### config.mk
export PLATFORM = sky130hd
export DESIGN_NAME = rolz_ram
export DESIGN_NICKNAME = d
export VERILOG_FILES = /design/src/rtl/rolz_ram.sv
export SDC_FILE = /design/constraint.sdc
export NUM_CORES = 2
export LEC_CHECK = 0
export BUFFER_PORTS_ARGS = -buffer_cell sky130_fd_sc_hd__buf_2
export CORE_ASPECT_RATIO = 1.4
export CORE_MARGIN = 2
export CORE_UTILIZATION = 51
export DETAILED_ROUTE_END_ITERATION = 10
export PLACE_DENSITY = 0.69
export SLEW_MARGIN = 20
export SYNTH_ARGS = -nofsm -noshare
export SYNTH_HDL_FRONTEND = slang
export SYNTH_SLANG_ARGS = --single-unit
### constraint.sdc
create_clock -name clk -period 3.05 [get_ports clk]
set_clock_uncertainty 0.2 [all_clocks]
set_input_delay 0.1525 -clock clk [delete_from_list [all_inputs] [get_ports clk]]
set_output_delay 0.1525 -clock clk [all_outputs]
set_load 0.03 [all_outputs]
### src/rtl/rolz_ram.sv
// rolz_ram: generic simple dual-port ram, one write port and one registered read port
// no package dependency; instanced for history, ring heads and ring positions

module rolz_ram #(
  parameter int WIDTH = 8,
  parameter int DEPTH = 256
) (
  input  logic                     clk,
  input  logic                     we,
  input  logic [$clog2(DEPTH)-1:0] waddr,
  input  logic [WIDTH-1:0]         wdata,
  input  logic [$clog2(DEPTH)-1:0] raddr,
  output logic [WIDTH-1:0]         rdata
);

  logic [WIDTH-1:0] mem [DEPTH];

  always_ff @(posedge clk) begin
    if (we) begin
      mem[waddr] <= wdata;
    end
    rdata <= mem[raddr];
  end

endmodule

After elaboration in Yosys (flattened, before gate mapping)
Memory sizes are Yosys's and may differ from the RTL's. A register that Yosys moved wholly into a read port is not among the register bits.
Index checks and enable logic that the tools add are counted.
{"block": "word_totals", "regBits": 0, "latchBits": 0, "ramBits": 2048, "rom_bits": 0, "inputBits": 26, "out_inout_bits": 8, "elab_cells": 3, "mem_count": 1}
{"name": "mem", "depth": 256, "word_bits": 8, "read_ports": 1, "rd_ports_with_merged_regs": 1, "wr": 1, "line_no": "16", "source": "logic [WIDTH-1:0] mem [DEPTH];"}
{"block": "classes", "n_addsub": 0, "n_mul": 0, "div_mod_pow": 0, "n_lt_le_gt_ge": 0, "eq_ne": 0, "shifts": 0, "muxes": 2, "bitwise": 0, "reduce_logical": 0}
{"op": "$mux W1", "n": 2}

Depth between registers and ports, before layout
{"block": "depth", "depth_word": 2, "depth_mapped": 11, "mapped_depth_nobuf": 6}

Least setup slack after synthesis
No wires, ideal clock.
{"block": "synth_path", "kind": "input-to-reg", "startpoint": "input port raddr[0]", "endpoint": "register rdata[2], read port of mem", "setup_ns": 0.131, "arrival_time_ns": 1.959, "required_time_ns": 2.719, "path_slack_ns": 0.760, "cell_stages": 9, "path_buffers": 4, "cell_sequence": "buf_6 buf_12 buf_8 buf_2 mux4_2 a22oi_1 a21oi_1 nor4_1 nor4_2"}
{"item": "from (decl)", "line_no": "12", "source": "input logic [$clog2(DEPTH)-1:0] raddr,"}
{"item": "to (decl)", "line_no": "13", "source": "output logic [WIDTH-1:0] rdata"}

==> results.toml <==
[status]
status = "completed"

[worst_setup_path]
crit_arrival_ps = 3470
criticalPathCategory = "reg -> reg"
cp-end-kind = "flop"
path_max_fanout = 1
required_ps = 3560
startpoint_type = "flop"
cp_slowest_stage_delay_ps = 920
crit_path_cell_trace = "mux4_2, a22oi_1, a21oi_1, nor4_1, buf_4, nor4_2"
crit_slowest_cell = "nor4_1"

[sta]
max-slew-margin-rel_pct = 25.6
fin_crit_ps = 2960
fmax_mhz = 338
drv_slew = 0
finalSetupTns_ps = 0
rsz0062_at_grt = "false"
finalCritPeriodShare_pct = 97.1
setup_viol = 0
hold_viol = 0
worstMarginPinSlew_ps = 1110

[floorplan]
die_h_um = 471
core_area_um2 = 155000
rows = 171
initial_utilization_pct = 51.3
die_area_um2 = 159000
die_x_um = 338
io_pins = 34

[grt]
grt_overflow = 0
grt_pass1_vias = 40499
grt_pass1_wl_um = 283000
antenna_found_initial = 14
grt_usage_pct = 24.9
grt_start_max_net_pins = 107

[yosys]
synthMuxAreaShare_pct = 14.6
yosys-top-cells-area = "edfxtp_1, mux4_2, mux2i_1"
ys_ff_latch = 2056
synthFlopType = "edfxtp_1"
synth_nets = 3759
synth_edf_count = 2048
yosys.cell_types.count = 55
postSynthAreaPerCell_um2 = 21.3
syn_inst = 3733
yosys_warnings = 0
synth_compound_area_share_pct = 3.42
synth-seq-area-share_pct = 77.5
synth_area_um2 = 79600
yosys.area.top_type = "edfxtp_1"
yosysTopAreaCellShare_pct = 77.3
synth-xor-area-share_pct = 0
synth_top_family_by_area = "multiplexers"
async_reset_ff_share_pct = 0
synth-adder-area-share_pct = 0
synth-simple-area-share_pct = 2.63

[cts]
cts_buffers = 177
cts.path.max_buffers = 3
htree_levels = 4
cts_root_buffer = "clkbuf_16"
ctsHoldBuffers = 18
cts.clk_slew.worst_paths_ps = 60
cts_resized = 0
insertion_delay_ps = 840
cts_num_sinks = 2056
cts_setup_buffers = 0
cts_tree = "done"

[route]
via_per_inst = 6.24
firstDrtPassIters = 6
vias = 40154
routedWlPerCell_um = 30.5
routed_wl_um = 196000
drtAntennaViolNets = 0
route.detailed.drc = 0
drt_iter0_drc = 4873

[cells_and_area]
final_util_pct = 58.8
final_layout_size_suffix_gt1_share_pct = 28.3
final_common_cell = "edfxtp_1"
final_cell_mix = "edfxtp_1, mux4_2, buf_4, nor2_1, clkbuf_16"
nets = 4232
syn_to_final_growth_pct = 14.6

[pwr]
peakVddDrop_uv = 513
cellPowerDensity_nw_per_um2 = 621
p_total_mw = 56.6
p_leak_nw = 28.9

[placed_design]
hpwl_um = 128000
gp_congestion = 0.869
port-buffer-count = 33

[min_path]
hp-class = "in -> reg"

[run]
drv_cap = 0
[registers in the layout, summed over array words and instances, names as in the netlist]
name,count
mem,2048
rdata,8
[critical path: cells and delay by family, from the launching register on]
family / cells / cell delay [ps]
flip-flops: 1 / 380
AO/OA/AOI/OAI: 2 / 540
multiplexers: 1 / 480
AND/OR/NAND/NOR: 2 / 970
buffers and inverters: 1 / 270
[synthesized netlist by cell type, types with 2 or more instances]
| master | n |
|---|---|
| a2111oi_0 | 2 |
| dfxtp_1 | 8 |
| a2111oi_1 | 2 |
| buf_2 | 31 |
| o21ai_0 | 10 |
| mux4_1 | 2 |
| o32ai_1 | 4 |
| a221oi_1 | 13 |
| buf_4 | 27 |
| o22ai_1 | 28 |
| and3b_1 | 2 |
| nand2_1 | 33 |
| o21ai_1 | 2 |
| nor2b_1 | 31 |
| o211ai_1 | 10 |
| nand3b_1 | 2 |
| and2_1 | 6 |
| mux2i_1 | 134 |
| or2_2 | 4 |
| a31oi_1 | 2 |
| a211oi_1 | 16 |
| mux4_2 | 454 |
| nand4_1 | 10 |
| a22o_1 | 8 |
| nor4_2 | 3 |
| o221ai_1 | 46 |
| buf_1 | 22 |
| buf_8 | 13 |
| buf_6 | 21 |
| nor4_1 | 24 |
| nor3_1 | 22 |
| nand3_1 | 34 |
| clkbuf_1 | 111 |
| buf_12 | 8 |
| o22a_1 | 5 |
| nand2b_1 | 8 |
| a21oi_1 | 96 |
| a22oi_1 | 133 |
| nor2_1 | 282 |
| a311oi_1 | 2 |
| edfxtp_1 | 2048 |
[stage by stage]
stage          cells  hold slack, ps  setup WS (ps)  instance area, µm²
6_report        6432             102           89.8               91100
2_1_floorplan   3733            51.4            760               79600
5_1_grt         6429            87.3            128               91100
3_5_place_dp    6085             399           -422               85200
4_1_cts         6426            40.6            109               91100
3_3_place_gp    6085             394           -439               85200
[per-layer routing]
metal	GRT usage, %	part of all wire, %	wire length (µm)
met1	32.0	36	71100
met2	41.4	51	99400
met3	4.15	8.0	15600
met4	12.0	5.2	10200
met5	0	0.044	86
[power breakdown]
part	leakage (nW)	internal [mW]	switching, mW
combinational	7.69	1.15	1.93
sequential	18.5	31.1	0.0611
clock	2.79	12.4	9.93
[logic make-up after synthesis]
kind of cell	count (synthesis)
DFF	2056
muxes	591
and+or+nand+nor	466
AOI/OAI and AO/OA	385
buffers and inverters	235
[area by class of cell]
type	count	area, µm²
antenna	6	15.0
timing repair buffer	527	4650
clock inverter	106	1030
tap	2076	2600
multi-input combinational	1442	16500
fill	10896	64000
inverter	2	7.51
sequential	2056	61700
clock buffer	217	4670
[path summary, 6_finish.rpt]
| path | startpoint | to | slack (ps) | depth (start not counted) |
|---|---|---|---|---|
| setup / recovery | mem[219][0] | rdata[0] | 90 | 6 |
| hold / removal | raddr[4] | rdata[6] | 100 | 4 |
| setup reg to reg | mem[219][0] | rdata[0] | 90 | 6 |
| hold reg to reg | mem[190][5] | rdata[5] | 970 | 5 |
Power figures use the tool's default switching activity.
